File: src/rtl/ptt_pkg.sv
// ----------------------------------------------------------------------------
// ptt_pkg: shared types and constants of the periodic timer table
// Operation codes, status codes, default sizes.
// ----------------------------------------------------------------------------
package ptt_pkg;
    localparam int DEF_TABLE_DEPTH = 16;
    localparam int DEF_TIME_WIDTH  = 32;

    localparam logic [2:0] OP_TICK = 3'd0;
    localparam logic [2:0] OP_ADD  = 3'd1;
    localparam logic [2:0] OP_ADDU = 3'd2;
    localparam logic [2:0] OP_REM  = 3'd3;
    localparam logic [2:0] OP_DEC  = 3'd4;
    localparam logic [2:0] OP_QRY  = 3'd5;

    localparam logic [1:0] ST_OK   = 2'd0;
    localparam logic [1:0] ST_FULL = 2'd1;
    localparam logic [1:0] ST_ZERO = 2'd2;
    localparam logic [1:0] ST_DUP  = 2'd3;
endpackage

File: src/rtl/ptt_if.sv
// ----------------------------------------------------------------------------
// ptt_in_if / ptt_out_if: valid/ready channels of the timer table
// Input item channel and result item channel.
// ----------------------------------------------------------------------------
interface ptt_in_if;
    logic        valid;
    logic        ready;
    logic [2:0]  operation;
    logic [7:0]  task_id;
    logic [31:0] time_delta;
    logic [31:0] interval;
    logic [15:0] count;
    modport source (output valid, operation, task_id, time_delta, interval, count,
                    input ready);
    modport sink   (input valid, operation, task_id, time_delta, interval, count,
                    output ready);
endinterface

interface ptt_out_if;
    logic        valid;
    logic        ready;
    logic        kind;
    logic [1:0]  status;
    logic [7:0]  fired_id;
    logic [32:0] fire_count;
    logic        found;
    logic [31:0] remaining_time;
    logic        last;
    modport source (output valid, kind, status, fired_id, fire_count, found,
                    remaining_time, last, input ready);
    modport sink   (input valid, kind, status, fired_id, fire_count, found,
                    remaining_time, last, output ready);
endinterface

File: src/rtl/ptt_div.sv
// ----------------------------------------------------------------------------
// ptt_div: shared restoring divider
// One quotient bit per cycle.
// ----------------------------------------------------------------------------
module ptt_div #(
    parameter int W = 32
) (
    input  logic         clk,
    input  logic         rst_n,
    input  logic         start,
    input  logic [W-1:0] dividend,
    input  logic [W-1:0] divisor,
    output logic         done,
    output logic [W-1:0] quotient,
    output logic [W-1:0] remainder
);
    localparam int CW = $clog2(W + 1);

    logic          busy_reg;
    logic [CW-1:0] cnt_reg;
    logic [W-1:0]  q_reg;
    logic [W:0]    r_reg;
    logic [W-1:0]  d_reg;
    logic [W:0]    trial;

    assign trial = {r_reg[W-1:0], q_reg[W-1]} - {1'b0, d_reg};

    always_ff @(posedge clk or negedge rst_n)
    begin
        if (!rst_n)
        begin
            busy_reg <= 1'b0;
            done     <= 1'b0;
            cnt_reg  <= '0;
        end
        else
        begin
            done <= 1'b0;
            if (start)
            begin
                busy_reg <= 1'b1;
                cnt_reg  <= CW'(W);
                q_reg    <= dividend;
                r_reg    <= '0;
                d_reg    <= divisor;
            end
            else if (busy_reg)
            begin
                if (trial[W])
                    r_reg <= {r_reg[W-1:0], q_reg[W-1]};
                else
                    r_reg <= trial;
                q_reg   <= {q_reg[W-2:0], ~trial[W]};
                cnt_reg <= cnt_reg - 1'b1;
                if (cnt_reg == CW'(1))
                begin
                    busy_reg <= 1'b0;
                    done     <= 1'b1;
                end
            end
        end
    end

    assign quotient  = q_reg;
    assign remainder = r_reg[W-1:0];
endmodule

File: src/rtl/ptt_cell.sv
// ----------------------------------------------------------------------------
// ptt_cell: one slot of the timer chain
// Holds one entry; loads from its upper neighbor when the chain closes up,
// or from the controller when written directly.
// ----------------------------------------------------------------------------
module ptt_cell #(
    parameter int TW = 32
) (
    input  logic          clk,
    input  logic          shift,
    input  logic          wr,
    input  logic [7:0]    nb_id,
    input  logic [TW-1:0] nb_per,
    input  logic [TW-1:0] nb_left,
    input  logic [15:0]   nb_rep,
    input  logic          nb_fe,
    input  logic [7:0]    w_id,
    input  logic [TW-1:0] w_per,
    input  logic [TW-1:0] w_left,
    input  logic [15:0]   w_rep,
    input  logic          w_fe,
    output logic [7:0]    id,
    output logic [TW-1:0] per,
    output logic [TW-1:0] left,
    output logic [15:0]   rep,
    output logic          fe
);
    always_ff @(posedge clk)
    begin
        if (wr)
        begin
            id <= w_id; per <= w_per; left <= w_left; rep <= w_rep; fe <= w_fe;
        end
        else if (shift)
        begin
            id <= nb_id; per <= nb_per; left <= nb_left; rep <= nb_rep; fe <= nb_fe;
        end
    end
endmodule

File: src/rtl/periodic_timer_table.sv
// ----------------------------------------------------------------------------
// periodic_timer_table: ordered table of periodic timers
// Chain of entry cells walked by a sequencer with a shared divider.
// ----------------------------------------------------------------------------
// One item at a time. Add-unique, remove, decrease and query walk the chain
// one slot per cycle, with an extra shift step per removed entry while the
// cells above it shift down; a plain add goes straight to its reply. A tick
// visits each entry; a firing entry with overshoot of a period or more runs
// the shared bit-serial divider, and a tick also waits while the result side
// stalls. Results leave through an output register; each fire report waits
// there until taken.
module periodic_timer_table #(
    parameter int TABLE_DEPTH = ptt_pkg::DEF_TABLE_DEPTH,
    parameter int TIME_WIDTH  = ptt_pkg::DEF_TIME_WIDTH
) (
    input  logic   clk,
    input  logic   rst_n,
    ptt_in_if.sink   in_ch,
    ptt_out_if.source out_ch
);
    import ptt_pkg::*;

    localparam int TW = TIME_WIDTH;
    localparam int IW = (TABLE_DEPTH > 1) ? $clog2(TABLE_DEPTH) : 1;
    localparam int NW = $clog2(TABLE_DEPTH + 1);

    localparam logic [2:0] S_IDLE  = 3'd0;
    localparam logic [2:0] S_WALK  = 3'd1;
    localparam logic [2:0] S_SHIFT = 3'd2;
    localparam logic [2:0] S_DIV   = 3'd3;
    localparam logic [2:0] S_EMIT  = 3'd4;
    localparam logic [2:0] S_REPLY = 3'd5;

    logic [2:0]    state_reg;
    logic [2:0]    op_reg;
    logic [7:0]    tid_reg;
    logic [TW-1:0] delta_reg;
    logic [TW-1:0] per_in_reg;
    logic [15:0]   cnt_reg;
    logic [NW-1:0] n_reg;
    logic [NW-1:0] i_reg;
    logic          any_reg;
    logic          stop_reg;
    logic          hit_reg;
    logic          ovalid_reg;

    logic [7:0]    c_id   [TABLE_DEPTH];
    logic [TW-1:0] c_per  [TABLE_DEPTH];
    logic [TW-1:0] c_left [TABLE_DEPTH];
    logic [15:0]   c_rep  [TABLE_DEPTH];
    logic          c_fe   [TABLE_DEPTH];
    logic [TABLE_DEPTH-1:0] c_shift, c_wr;

    logic [7:0]    w_id;
    logic [TW-1:0] w_per, w_left;
    logic [15:0]   w_rep;
    logic          w_fe;

    // pending fire report
    logic [7:0]    f_id_reg;
    logic [32:0]   f_cnt_reg;

    logic          div_start, div_done;
    logic [TW-1:0] div_q, div_r;

    // current slot
    logic [IW-1:0] ix;
    logic [7:0]    s_id;
    logic [TW-1:0] s_per, s_left;
    logic [15:0]   s_rep;
    logic          s_fe;
    assign ix     = i_reg[IW-1:0];
    assign s_id   = c_id[ix];
    assign s_per  = c_per[ix];
    assign s_left = c_left[ix];
    assign s_rep  = c_rep[ix];
    assign s_fe   = c_fe[ix];

    logic          in_range;
    assign in_range = (i_reg < n_reg);

    logic [TW-1:0] e_now;
    assign e_now = delta_reg - s_left;

    ptt_div #(.W(TW)) u_div (
        .clk, .rst_n, .start(div_start), .dividend(e_now), .divisor(w_per),
        .done(div_done), .quotient(div_q), .remainder(div_r)
    );

    genvar g;
    generate
        for (g = 0; g < TABLE_DEPTH; g++)
        begin : g_cell
            if (g < TABLE_DEPTH - 1)
            begin : g_mid
                ptt_cell #(.TW(TW)) u_cell (
                    .clk, .shift(c_shift[g]), .wr(c_wr[g]),
                    .nb_id(c_id[g+1]), .nb_per(c_per[g+1]), .nb_left(c_left[g+1]),
                    .nb_rep(c_rep[g+1]), .nb_fe(c_fe[g+1]),
                    .w_id, .w_per, .w_left, .w_rep, .w_fe,
                    .id(c_id[g]), .per(c_per[g]), .left(c_left[g]),
                    .rep(c_rep[g]), .fe(c_fe[g])
                );
            end
            else
            begin : g_end
                ptt_cell #(.TW(TW)) u_cell (
                    .clk, .shift(1'b0), .wr(c_wr[g]),
                    .nb_id(c_id[g]), .nb_per(c_per[g]), .nb_left(c_left[g]),
                    .nb_rep(c_rep[g]), .nb_fe(c_fe[g]),
                    .w_id, .w_per, .w_left, .w_rep, .w_fe,
                    .id(c_id[g]), .per(c_per[g]), .left(c_left[g]),
                    .rep(c_rep[g]), .fe(c_fe[g])
                );
            end
        end
    endgenerate

    // fire count after the catch-up division, then clamp against repeats
    logic [32:0]   fires_raw;
    logic [32:0]   fires_fin;
    logic [15:0]   rep_after;
    logic          drop_after;
    always_comb
    begin
        fires_fin  = fires_raw;
        rep_after  = s_rep;
        drop_after = 1'b0;
        if (!s_fe)
        begin
            if (fires_raw >= {17'd0, s_rep})
            begin
                fires_fin  = {17'd0, s_rep};
                rep_after  = '0;
                drop_after = 1'b1;
            end
            else
                rep_after = s_rep - fires_raw[15:0];
        end
    end

    logic [TW-1:0] new_left;
    always_comb
    begin
        if (state_reg == S_DIV)
        begin
            fires_raw = 33'(div_q) + 33'd1;
            new_left  = div_r;
        end
        else
        begin
            fires_raw = 33'd1;
            new_left  = s_per - e_now;
        end
    end

    // outputs
    logic          o_kind_reg, o_found_reg, o_last_reg;
    logic [1:0]    o_st_reg;
    logic [7:0]    o_id_reg;
    logic [32:0]   o_cnt_reg;
    logic [31:0]   o_rem_reg;

    assign out_ch.valid          = ovalid_reg;
    assign out_ch.kind           = o_kind_reg;
    assign out_ch.status         = o_st_reg;
    assign out_ch.fired_id       = o_id_reg;
    assign out_ch.fire_count     = o_cnt_reg;
    assign out_ch.found          = o_found_reg;
    assign out_ch.remaining_time = o_rem_reg;
    assign out_ch.last           = o_last_reg;

    assign in_ch.ready = (state_reg == S_IDLE) && !ovalid_reg;

    logic out_free;
    assign out_free = !ovalid_reg || out_ch.ready;

    // cycles in which the output register takes a new item
    logic need_div, fire_now, fire_div, flush_now, reply_now, o_load;
    assign need_div  = (s_per != '0) && (e_now >= s_per);
    assign fire_now  = (state_reg == S_WALK) && in_range && !stop_reg
                       && (op_reg == OP_TICK) && (s_left <= delta_reg)
                       && !need_div && out_free;
    assign fire_div  = (state_reg == S_DIV) && div_done && out_free;
    assign flush_now = (state_reg == S_WALK) && (!in_range || stop_reg)
                       && (op_reg == OP_TICK) && any_reg && out_free;
    assign reply_now = (state_reg == S_REPLY) && !ovalid_reg;
    assign o_load    = ((fire_now || fire_div) && any_reg) || flush_now || reply_now;

    always_ff @(posedge clk or negedge rst_n)
    begin
        if (!rst_n)
            ovalid_reg <= 1'b0;
        else if (o_load)
            ovalid_reg <= 1'b1;
        else if (out_ch.ready)
            ovalid_reg <= 1'b0;
    end

    logic [NW-1:0] i_plus;
    assign i_plus = i_reg + 1'b1;

    always_comb
    begin
        c_shift   = '0;
        c_wr      = '0;
        w_id      = tid_reg;
        w_per     = per_in_reg;
        w_left    = per_in_reg;
        w_rep     = (cnt_reg == 16'd0) ? 16'd1 : cnt_reg;
        w_fe      = (cnt_reg == 16'd0);
        div_start = 1'b0;
        if (state_reg == S_SHIFT)
        begin
            for (int k = 0; k < TABLE_DEPTH; k++)
                c_shift[k] = (NW'(k) >= i_reg);
        end
        if (state_reg != S_IDLE && state_reg != S_REPLY && state_reg != S_SHIFT)
        begin
            w_id  = s_id;
            w_per = s_per;
            w_fe  = s_fe;
            w_rep = s_rep;
            w_left = s_left;
        end
        if (state_reg == S_WALK && in_range)
        begin
            if (op_reg == OP_TICK)
            begin
                if (s_left <= delta_reg && need_div)
                    div_start = 1'b1;
                else if (s_left <= delta_reg)
                begin
                    if (out_free)
                    begin
                        w_left = new_left; w_rep = rep_after;
                        c_wr[ix] = 1'b1;
                    end
                end
                else
                begin
                    w_left = s_left - delta_reg;
                    c_wr[ix] = 1'b1;
                end
            end
            else if (op_reg == OP_DEC && !stop_reg && s_id == tid_reg
                     && s_rep > cnt_reg)
            begin
                w_rep = s_rep - cnt_reg; w_left = s_per;
                c_wr[ix] = 1'b1;
            end
        end
        if (state_reg == S_DIV && div_done && out_free)
        begin
            w_left = new_left; w_rep = rep_after;
            c_wr[ix] = 1'b1;
        end
        if (state_reg == S_REPLY && (op_reg == OP_ADD || op_reg == OP_ADDU)
            && !hit_reg && per_in_reg != '0 && n_reg < NW'(TABLE_DEPTH))
            c_wr[n_reg[IW-1:0]] = 1'b1;
    end

    always_ff @(posedge clk or negedge rst_n)
    begin
        if (!rst_n)
        begin
            state_reg  <= S_IDLE;
            n_reg      <= '0;
        end
        else
        begin
            case (state_reg)
                S_IDLE:
                begin
                    if (in_ch.valid && in_ch.ready)
                    begin
                        op_reg     <= in_ch.operation;
                        tid_reg    <= in_ch.task_id;
                        delta_reg  <= TW'(in_ch.time_delta);
                        per_in_reg <= TW'(in_ch.interval);
                        cnt_reg    <= in_ch.count;
                        i_reg      <= '0;
                        any_reg    <= 1'b0;
                        stop_reg   <= 1'b0;
                        hit_reg    <= 1'b0;
                        o_rem_reg  <= '0;
                        state_reg  <= (in_ch.operation == OP_TICK ||
                                       in_ch.operation == OP_ADDU ||
                                       in_ch.operation == OP_REM ||
                                       in_ch.operation == OP_DEC ||
                                       in_ch.operation == OP_QRY) ? S_WALK : S_REPLY;
                    end
                end
                S_WALK:
                begin
                    if (!in_range || stop_reg)
                    begin
                        if (op_reg == OP_TICK && any_reg)
                        begin
                            if (out_free)
                            begin
                                // flush the held report as last
                                o_kind_reg  <= 1'b1;
                                o_st_reg    <= ST_OK;
                                o_id_reg    <= f_id_reg;
                                o_cnt_reg   <= f_cnt_reg;
                                o_found_reg <= 1'b0;
                                o_rem_reg   <= '0;
                                o_last_reg  <= 1'b1;
                                state_reg   <= S_IDLE;
                            end
                        end
                        else
                            state_reg <= S_REPLY;
                    end
                    else
                    begin
                        case (op_reg)
                            OP_TICK:
                            begin
                                if (s_left <= delta_reg)
                                begin
                                    if (need_div)
                                        state_reg <= S_DIV;
                                    else if (out_free)
                                    begin
                                        // release the previous held report
                                        if (any_reg)
                                        begin
                                            o_kind_reg  <= 1'b1;
                                            o_st_reg    <= ST_OK;
                                            o_id_reg    <= f_id_reg;
                                            o_cnt_reg   <= f_cnt_reg;
                                            o_found_reg <= 1'b0;
                                            o_rem_reg   <= '0;
                                            o_last_reg  <= 1'b0;
                                        end
                                        f_id_reg  <= s_id;
                                        f_cnt_reg <= fires_fin;
                                        state_reg <= S_EMIT;
                                        stop_reg  <= drop_after;
                                    end
                                end
                                else
                                    i_reg <= i_plus;
                            end
                            OP_ADDU:
                            begin
                                if (s_id == tid_reg)
                                begin
                                    hit_reg  <= 1'b1;
                                    stop_reg <= 1'b1;
                                end
                                else
                                    i_reg <= i_plus;
                            end
                            OP_REM:
                            begin
                                if (s_id == tid_reg)
                                    state_reg <= S_SHIFT;
                                else
                                    i_reg <= i_plus;
                            end
                            OP_DEC:
                            begin
                                if (s_id != tid_reg)
                                    i_reg <= i_plus;
                                else if (s_rep > cnt_reg)
                                    stop_reg <= 1'b1;
                                else
                                begin
                                    if (s_rep == cnt_reg)
                                        stop_reg <= 1'b1;
                                    cnt_reg   <= cnt_reg - s_rep;
                                    state_reg <= S_SHIFT;
                                end
                            end
                            default:
                            begin
                                if (s_id == tid_reg)
                                begin
                                    hit_reg   <= 1'b1;
                                    o_rem_reg <= 32'(s_left);
                                    stop_reg  <= 1'b1;
                                end
                                else
                                    i_reg <= i_plus;
                            end
                        endcase
                    end
                end
                S_DIV:
                begin
                    if (div_done)
                    begin
                        if (out_free)
                        begin
                            if (any_reg)
                            begin
                                o_kind_reg  <= 1'b1;
                                o_st_reg    <= ST_OK;
                                o_id_reg    <= f_id_reg;
                                o_cnt_reg   <= f_cnt_reg;
                                o_found_reg <= 1'b0;
                                o_rem_reg   <= '0;
                                o_last_reg  <= 1'b0;
                            end
                            f_id_reg  <= s_id;
                            f_cnt_reg <= fires_fin;
                            stop_reg  <= drop_after;
                            state_reg <= S_EMIT;
                        end
                        else
                            state_reg <= S_WALK; // redo, divider re-runs
                    end
                end
                S_EMIT:
                begin
                    // this report is now held until the next one or the end
                    any_reg <= 1'b1;
                    stop_reg <= 1'b0;
                    if (stop_reg)
                        state_reg <= S_SHIFT;
                    else
                    begin
                        i_reg     <= i_plus;
                        state_reg <= S_WALK;
                    end
                end
                S_SHIFT:
                begin
                    n_reg <= n_reg - 1'b1;
                    if (op_reg != OP_DEC)
                        stop_reg <= 1'b0;
                    state_reg <= S_WALK;
                end
                default:
                begin
                    if (!ovalid_reg)
                    begin
                        o_kind_reg  <= 1'b0;
                        o_id_reg    <= '0;
                        o_cnt_reg   <= '0;
                        o_last_reg  <= 1'b1;
                        o_found_reg <= (op_reg == OP_QRY) && hit_reg;
                        if (!(op_reg == OP_QRY && hit_reg))
                            o_rem_reg <= '0;
                        o_st_reg    <= ST_OK;
                        if (op_reg == OP_ADD || op_reg == OP_ADDU)
                        begin
                            if (hit_reg)
                                o_st_reg <= ST_DUP;
                            else if (per_in_reg == '0)
                                o_st_reg <= ST_ZERO;
                            else if (n_reg >= NW'(TABLE_DEPTH))
                                o_st_reg <= ST_FULL;
                            else
                                n_reg <= n_reg + 1'b1;
                        end
                        state_reg <= S_IDLE;
                    end
                end
            endcase
        end
    end
endmodule

File: src/flat_wrapper.sv
// flat-port wrapper written by rule: the top's interface ports become plain ports
module periodic_timer_table_flat import ptt_pkg::*;
#(
    parameter int TABLE_DEPTH = ptt_pkg::DEF_TABLE_DEPTH,
    parameter int TIME_WIDTH  = ptt_pkg::DEF_TIME_WIDTH
)
  (clk, rst_n, in_ch_valid, in_ch_operation, in_ch_task_id, in_ch_time_delta, in_ch_interval, in_ch_count, in_ch_ready, out_ch_valid, out_ch_kind, out_ch_status, out_ch_fired_id, out_ch_fire_count, out_ch_found, out_ch_remaining_time, out_ch_last, out_ch_ready);
  ptt_in_if in_ch_i ();
  ptt_out_if out_ch_i ();
  input  logic clk;
  input  logic rst_n;
  input wire logic [$bits(in_ch_i.valid)-1:0] in_ch_valid;
  input wire logic [$bits(in_ch_i.operation)-1:0] in_ch_operation;
  input wire logic [$bits(in_ch_i.task_id)-1:0] in_ch_task_id;
  input wire logic [$bits(in_ch_i.time_delta)-1:0] in_ch_time_delta;
  input wire logic [$bits(in_ch_i.interval)-1:0] in_ch_interval;
  input wire logic [$bits(in_ch_i.count)-1:0] in_ch_count;
  output wire logic [$bits(in_ch_i.ready)-1:0] in_ch_ready;
  output wire logic [$bits(out_ch_i.valid)-1:0] out_ch_valid;
  output wire logic [$bits(out_ch_i.kind)-1:0] out_ch_kind;
  output wire logic [$bits(out_ch_i.status)-1:0] out_ch_status;
  output wire logic [$bits(out_ch_i.fired_id)-1:0] out_ch_fired_id;
  output wire logic [$bits(out_ch_i.fire_count)-1:0] out_ch_fire_count;
  output wire logic [$bits(out_ch_i.found)-1:0] out_ch_found;
  output wire logic [$bits(out_ch_i.remaining_time)-1:0] out_ch_remaining_time;
  output wire logic [$bits(out_ch_i.last)-1:0] out_ch_last;
  input wire logic [$bits(out_ch_i.ready)-1:0] out_ch_ready;
  assign in_ch_i.valid = in_ch_valid;
  assign in_ch_i.operation = in_ch_operation;
  assign in_ch_i.task_id = in_ch_task_id;
  assign in_ch_i.time_delta = in_ch_time_delta;
  assign in_ch_i.interval = in_ch_interval;
  assign in_ch_i.count = in_ch_count;
  assign in_ch_ready = in_ch_i.ready;
  assign out_ch_valid = out_ch_i.valid;
  assign out_ch_kind = out_ch_i.kind;
  assign out_ch_status = out_ch_i.status;
  assign out_ch_fired_id = out_ch_i.fired_id;
  assign out_ch_fire_count = out_ch_i.fire_count;
  assign out_ch_found = out_ch_i.found;
  assign out_ch_remaining_time = out_ch_i.remaining_time;
  assign out_ch_last = out_ch_i.last;
  assign out_ch_i.ready = out_ch_ready;
  periodic_timer_table #(.TABLE_DEPTH(TABLE_DEPTH), .TIME_WIDTH(TIME_WIDTH)) u_core (.clk(clk), .rst_n(rst_n), .in_ch(in_ch_i), .out_ch(out_ch_i));
endmodule
File: config.mk
export PLATFORM = sky130hd
export DESIGN_NAME = periodic_timer_table_flat
export DESIGN_NICKNAME = d
export VERILOG_FILES = /design/src/rtl/ptt_pkg.sv /design/src/rtl/ptt_if.sv /design/src/rtl/ptt_div.sv /design/src/rtl/ptt_cell.sv /design/src/rtl/periodic_timer_table.sv /design/src/flat_wrapper.sv
export SDC_FILE = /design/constraint.sdc
export NUM_CORES = 2
export LEC_CHECK = 0
export BUFFER_PORTS_ARGS = -buffer_cell sky130_fd_sc_hd__buf_2
export CORE_MARGIN = 1.5
export CORE_UTILIZATION = 50
export CTS_CLUSTER_DIAMETER = 150
export DETAILED_ROUTE_END_ITERATION = 8
export PLACE_DENSITY_LB_ADDON = 0.2
export SYNTH_ARGS = -nofsm -noshare
export SYNTH_HDL_FRONTEND = slang
export SYNTH_SLANG_ARGS = --single-unit
File: constraint.sdc
create_clock -name clk -period 15.7 [get_ports clk]
set_clock_uncertainty 0.1 [all_clocks]
set_input_delay 0.785 -clock clk [delete_from_list [all_inputs] [get_ports clk]]
set_output_delay 0.785 -clock clk [all_outputs]
set_load 0.01 [all_outputs]
# Word level (Yosys, flattened, before mapping)
# Index checks and enable logic that the tools add are counted.
[classes]
add_sub_neg = 12
bitwise = 7
n_eq_ne = 66
order_cmp = 27
n_reduce_logical = 95
muxes = 373
[ops]
columns = ["op", "n"]
rows = [
  ["32-bit 2-to-1 mux", 88],
  ["16-bit 2-to-1 mux", 56],
  ["33-bit 2-to-1 mux", 21],
  ["8-bit 2-to-1 mux", 49],
  ["32-bit binary-select mux with 4-bit select", 2],
  ["32-bit one-hot mux with 4 select lines", 1],
  ["33-bit one-hot mux with 3 select lines", 1],
  ["32-bit subtractor", 3],
  ["1-bit 2-to-1 mux", 90],
  ["33-bit one-hot mux with 2 select lines", 1],
  ["16-bit binary-select mux with 4-bit select", 1],
  ["32-bit one-hot mux with 2 select lines", 1],
  ["32-bit nonzero test", 2],
  ["5-bit 2-to-1 mux", 11],
  ["16-bit subtractor", 3],
  ["3-bit 2-to-1 mux", 14],
  ["2-bit nonzero test", 21],
  ["4-bit inequality test, second input constant", 10],
  ["3-bit inequality test, second input constant", 13],
  ["4-bit by 5-bit greater-or-equal comparator with 1-bit output, first input constant", 7],
  ["32-bit by 1-bit adder with 33-bit output, second input constant", 1],
  ["33-bit by 16-bit greater-or-equal comparator with 1-bit output", 1],
  ["33-bit by 32-bit subtractor with 33-bit output", 1],
  ["8-bit binary-select mux with 4-bit select", 1],
  ["67 further kinds", 181],
]
[totals]
register_bits = 1756

# Logic depth before layout (Yosys ltp)
[logic_depth]
ltp_word = 16
depth_mapped = 41
ltp_nobuf = 27

# By module
# Synthesis repeated with hierarchy kept, for this count alone.
[unflattened]
cells_unflattened = 6981
area_unflattened_um2 = 106992.6
[modules_own_cells]
columns = ["mod", "cells_per_inst", "area_each_um2", "n_inst"]
rows = [
  ["ptt_cell", 189, 4206.5, 16],
  ["periodic_timer_table", 3359, 33156.8, 1],
  ["ptt_div", 598, 6531.3, 1],
]

# Worst setup path before layout
# Ideal clock, no wire load.
[synth_timing]
path_kind = "reg-to-reg"
from = "reg u_core.i_reg[1]"
to = "reg u_core.g_cell[15].g_end.u_cell.fe, enable pin"
path_stages_with_launch = 36
slack_ps = 2513
arrival_ps = 12519
path_cell_list = "edfxtp_1 > buf_2 > buf_6 > buf_6 > buf_6 > buf_2 > buf_2 > buf_4 > buf_2 > buf_4 > buf_2 > buf_2 > mux4_2 > mux4_2 > ha_1 > clkbuf_1 > o21ai_0 > nand2b_1 > a221oi_1 > o21ai_0 > a21oi_1 > a21oi_1 > o21a_1 > nor2_1 > xor2_1 > ha_1 > and3_1 > nand4_1 > o311ai_0 > a221o_1 > a311oi_1 > nor2_1 > a221o_1 > a31oi_4 > buf_6 > o22ai_1"
[synth_between]
elab_chain_cells = 15
word_cells_on_any_way = 40
[synth_lines]
columns = ["element", "line_no", "rtl"]
rows = [
  ["start, declared", "periodic_timer_table.sv:41", "logic [NW-1:0] i_reg;"],
  ["start signal, assigned", "periodic_timer_table.sv:345", "i_reg <= i_plus;"],
  ["start signal, assigned", "periodic_timer_table.sv:355", "i_reg <= i_plus;"],
  ["start signal, assigned", "periodic_timer_table.sv:362", "i_reg <= i_plus;"],
  ["4-bit inverter with 5-bit output (not written as such)", "n/a", ""],
  ["32-bit binary-select mux with 4-bit select", "periodic_timer_table.sv:75", "assign s_left = c_left[ix];"],
  ["32-bit 2-to-1 mux (not written as such) (2 in a row)", "periodic_timer_table.sv:75", ""],
  ["32-bit subtractor", "periodic_timer_table.sv:83", "assign e_now = delta_reg - s_left;"],
  ["32-bit greater-or-equal comparator", "periodic_timer_table.sv:180", "assign need_div = (s_per != '0) && (e_now >= s_per);"],
  ["1-bit logical AND", "periodic_timer_table.sv:180", ""],
  ["1-bit logical AND", "periodic_timer_table.sv:230", "if (s_left <= delta_reg && need_div)"],
  ["16-bit 2-to-1 mux", "periodic_timer_table.sv:230", ""],
  ["16-bit 2-to-1 mux", "periodic_timer_table.sv:228", "if (op_reg == OP_TICK)"],
  ["16-bit 2-to-1 mux", "periodic_timer_table.sv:226", "if (state_reg == S_WALK && in_range)"],
  ["16-bit bitwise OR (no line)", "n/a", ""],
  ["16-bit 2-to-1 mux *", "periodic_timer_table.sv:253", "if (state_reg == S_DIV && div_done && out_free)"],
  ["16-bit bitwise OR (no line)", "n/a", ""],
  ["16-bit 2-to-1 mux *", "periodic_timer_table.sv:258", "if (state_reg == S_REPLY && (op_reg == OP_ADD || op_reg == OP_ADDU)"],
  ["net u_core.g_cell[15].g_end.u_cell.wr", "ptt_cell.sv:11", "input logic wr,"],
  ["end signal, assigned", "ptt_cell.sv:32", "id <= w_id; per <= w_per; left <= w_left; rep <= w_rep; fe <= w_fe;"],
  ["end signal, assigned", "ptt_cell.sv:36", "id <= nb_id; per <= nb_per; left <= nb_left; rep <= nb_rep; fe <= nb_fe;"],
  ["end, declared", "ptt_cell.sv:26", "output logic fe"],
]
# Mark *: on every way through the listed nets, which the timed path passes. The rest lies on a longest branch. The select of a mux whose other input is x is not followed.
# A chain may end at the register's enable or synchronous reset.

# Final worst setup path
[layout_timing]
from = "reg u_core.i_reg[1]"
to = "reg u_core.g_cell[1].g_mid.u_cell.left[18], enable pin"
[layout_between]
elab_chain_cells = 16
word_cells_on_any_way = 43
[layout_lines]
columns = ["element", "line_no", "rtl"]
rows = [
  ["4-bit inverter with 5-bit output (not written as such)", "n/a", ""],
  ["32-bit binary-select mux with 4-bit select", "periodic_timer_table.sv:75", ""],
  ["32-bit 2-to-1 mux (not written as such) (2 in a row)", "periodic_timer_table.sv:75", ""],
  ["32-bit subtractor", "periodic_timer_table.sv:83", ""],
  ["32-bit greater-or-equal comparator", "periodic_timer_table.sv:180", ""],
  ["1-bit logical AND", "periodic_timer_table.sv:180", ""],
  ["1-bit logical AND", "periodic_timer_table.sv:230", ""],
  ["16-bit 2-to-1 mux", "periodic_timer_table.sv:230", ""],
  ["16-bit 2-to-1 mux", "periodic_timer_table.sv:228", ""],
  ["16-bit 2-to-1 mux", "periodic_timer_table.sv:226", ""],
  ["16-bit bitwise OR (no line)", "n/a", ""],
  ["16-bit 2-to-1 mux", "periodic_timer_table.sv:253", ""],
  ["16-bit bitwise OR (no line)", "n/a", ""],
  ["16-bit 2-to-1 mux", "periodic_timer_table.sv:258", ""],
  ["2-bit nonzero test (no line) *", "n/a", ""],
  ["end signal, assigned", "ptt_cell.sv:32", ""],
  ["end signal, assigned", "ptt_cell.sv:36", ""],
  ["end, declared", "ptt_cell.sv:24", "output logic [TW-1:0] left,"],
]
# Mark *: on every way between the ends. The rest lies on a longest branch, timed or not. The select of a mux whose other input is x is not followed.

==> metrics.md <==
| Metric | Value |
|---|---|
| CP most frequent cell | `buf_4` |
| Cell Pwr Density | `230 nW/um^2` |
| Critical Path Fanout Max | `151` |
| Reg area | `52,600 sq um` |
| Synth Instances | `7,909` |
| Number of synthesized flops with an enable pin | `1,738` |
| Pleak | `36.9 nW` |
| F_max | `85.9 MHz` |
| Mean Syn Cell Area | `12.1 sq um` |
| Critical Path End Type | `flop` |
| Status | `finished, violations left` |
| Share of layout cells above drive strength 1 | `19.2%` |
| Final Wtd Congestion | `1.05` |
| Worst slew pin tran | `1.50 ns` |
| Largest net degree at the start of global routing | `152` |
| Sw frac | `47.9%` |
| Clock sink total | `1,755` |
| Clock Power Share | `18.1%` |
| Clock Latency Late Sink | `0.89 ns` |
| Int Pwr | `12.7 mW` |
| Register bit total from synthesis | `1,755` |
| Nets@finish | `8,258` |
| Top_reg_cell synth | `edfxtp_1` |
| Synth top cells by count | `edfxtp_1, a21oi_1, nor2_1, mux2_2, mux4_2` |
| Core Area | `190,000 sq um` |
| CTS tree | `yes` |
| Max-cap viol count | `1` |
| Max VDD drop | `0.000167 V` |
| Net Switching | `11.7 mW` |
| Starting Density | `50.4%` |
| Largest cells by area after synthesis | `edfxtp_1, mux4_2, a21oi_1` |
| Post-Syn Area | `96,000 sq um` |
| Critical Path Source | `u_core.i_reg[1]` |
| Period minus WS final | `11.64 ns` |
| Setup bufs post-CTS | `0` |
| Tcrit/Tclk final | `74.1%` |
| Worst relative slew slack | `-0.553%` |
| Setup WS pre-CTS | `4.25 ns` |
| Multi-input logic area | `40,000 sq um` |
| Hold Crit Class | `input port to flop` |
| Post-Route WL | `356,000 um` |
| Initial antenna violation count | `19` |
| Syn Nets | `8,216` |
| Yosys cell types | `91` |
| Arr. time, crit path | `12.00 ns` |
| Vias per Instance | `6.75` |
| CP Class | `flop to flop` |
| Final setup fails | `0` |
| Overall Global Routing Usage | `36.2%` |
| Die ar. | `195,000 sq um` |
| Hold_sp | `in_ch_task_id[6]` |
| Die X | `441 um` |
| Reg power frac | `26.3%` |
| Via count | `71,652` |
| Synthesis Warnings | `0` |
| Crit path max-delay family | `compound AO/OA/AOI/OAI gates` |
| Top-area cell type share of the netlist area | `54.4%` |
| Worst reg2reg startpoint | `u_core.i_reg[1]` |
| Largest stage delay, worst path | `0.84 ns` |
| H-tree Lvls | `4` |
| Setup tns final | `0 ns` |
| RSZ-0062 raised after global routing | `false` |
| Crit start category | `flop` |
| FP Rows | `160` |
| Vias in the first global route | `68,740` |
| Clock-pin slew on the worst setup and hold paths | `0.06 ns` |
| Top-count cell post-synth | `edfxtp_1` |
| Power Total | `24.4 mW` |
| Detail Route Antenna Nets | `0` |
| First-pass GRT wire length | `503,000 um` |
| First drt pass iteration count | `9` |
| Fill cell count | `15,827` |
| I/O Buffers | `174` |
| Routed len/inst | `33.5 um` |
| Failing checks | `capacitance limit, slew limit` |
| Buf/Inv on CP | `5` |
| Post-CTS Hold Buffers | `73` |
| Final hold violations | `0` |
| Async set-reset flop share out of synthesis | `0.969%` |
| Clock Tree Buf Depth | `3` |
| Largest regs | `u_core.g_cell.g_mid.u_cell.left (480), u_core.g_cell.g_mid.u_cell.per (480), u_core.g_cell.g_mid.u_cell.rep (240)` |
| Num CTS Buffers | `188` |
| DIE HEIGHT | `441 um` |
| Setup WS post-layout | `4.06 ns` |
| Gr ovfl total | `0` |
| Worst EP required | `16.06 ns` |
| Root buffer cell | `clkbuf_16` |
| Slowest CP cell | `buf_4` |
| Synth-to-Final Area Change | `10.5%` |
| Final Util | `55.7%` |
| HPWL Detailed | `235,000 um` |
| Fin Hold WS | `0.0430 ns` |
| Number of DRC markers in iteration 0 | `10,925` |
| Combinational Power Share | `55.6%` |
| I/O pin total | `175` |
| Post-synth top area cell | `edfxtp_1` |
| Register area share after synthesis | `54.8%` |
| Cts repair resizes | `0` |
| Max Slew Vio Count | `17` |
| Final routed DRC violation total | `0` |
## final timing paths
check                                                         end  slack [ns]  depth (start not counted)
max                        u_core.g_cell[1].g_mid.u_cell.left[18]        4.06                         29
min                                             u_core.tid_reg[6]        0.04                          1
max reg2reg                u_core.g_cell[1].g_mid.u_cell.left[18]        4.06                         29
min reg2reg                               u_core.u_div.cnt_reg[5]        0.42                          2
max in group asynchronous                         u_core.n_reg[3]       14.32                          3
min in group asynchronous                 u_core.u_div.cnt_reg[1]        0.21                          2
## stage by stage
step | area [sq um] | instances
3_5_place_dp | 99400 | 10197
5_1_grt | 106000 | 10621
6_report | 106000 | 10622
3_3_place_gp | 99400 | 10197
4_1_cts | 106000 | 10619
2_1_floorplan | 96000 | 7909
## layout make-up
class | count | area share (%)
multi-input cells | 5269 | 37.7
clock inverters | 118 | 1.03
inverters | 286 | 1.01
well taps | 2511 | 2.96
diodes | 1 | 0.00236
repair buffers | 451 | 3.08
flip-flops and latches | 1755 | 49.6
clock buffers | 231 | 4.59
## power by group through the flow
stage	clock network (mW)	registers, mW	logic [mW]
after floorplan	0	6.30	8.23
after global placement	0	6.47	13.0
after detailed placement	0	6.48	13.0
final	4.40	6.41	13.6
after global routing	4.60	6.43	14.2
after CTS	4.43	6.39	13.1
## per-layer routing
| metal | vias to the layer above | track usage, % | share of wire (%) |
|---|---|---|---|
| met1 | 35931 | 49.0 | 38 |
| met2 | 4905 | 53.2 | 43 |
| met3 | 838 | 9.45 | 12 |
| met5 | - | 0 | 0.019 |
| met4 | 12 | 19.8 | 6.3 |
| li1 | 29966 | - | - |
## logic make-up (layout without fill, tap and decap cells)
kind of cell,count (synthesis),in the layout,share of synthesized area (%)
AO/OA/AOI/OAI,2053,2053,12.7
AND/OR/NAND/NOR,1852,1852,8.16
flip-flops,1755,1755,54.8
multiplexers,952,952,15.7
buffers and inverters,885,1086,3.92
adder cells (fa/ha/maj),212,212,2.83
XOR/XNOR,200,200,1.83
other,0,1,0
## layout by cell type (no fill, tap or decap), types with 32 or more instances in the layout
cell and n:
edfxtp_1 1738, mux4_2 396, clkinv_1 50, xor2_1 65, a31oi_1 43, a21oi_1 1120
clkbuf_16 188, xnor2_1 134, mux2i_1 87, nor3_1 58, o21ai_0 278, nand4_1 36
mux2_2 427, buf_2 174, nor2_1 1102, mux2_1 42, dlygate4sd3_1 73, a211oi_1 35
ha_1 204, o22ai_1 32, buf_4 193, clkinv_2 33, a22oi_1 76, inv_1 282
a22o_1 86, a21o_1 81, clkbuf_1 43, nand2_1 360, o21a_1 32, nand3_1 73
No activity file was read; power rests on OpenSTA's default activity.
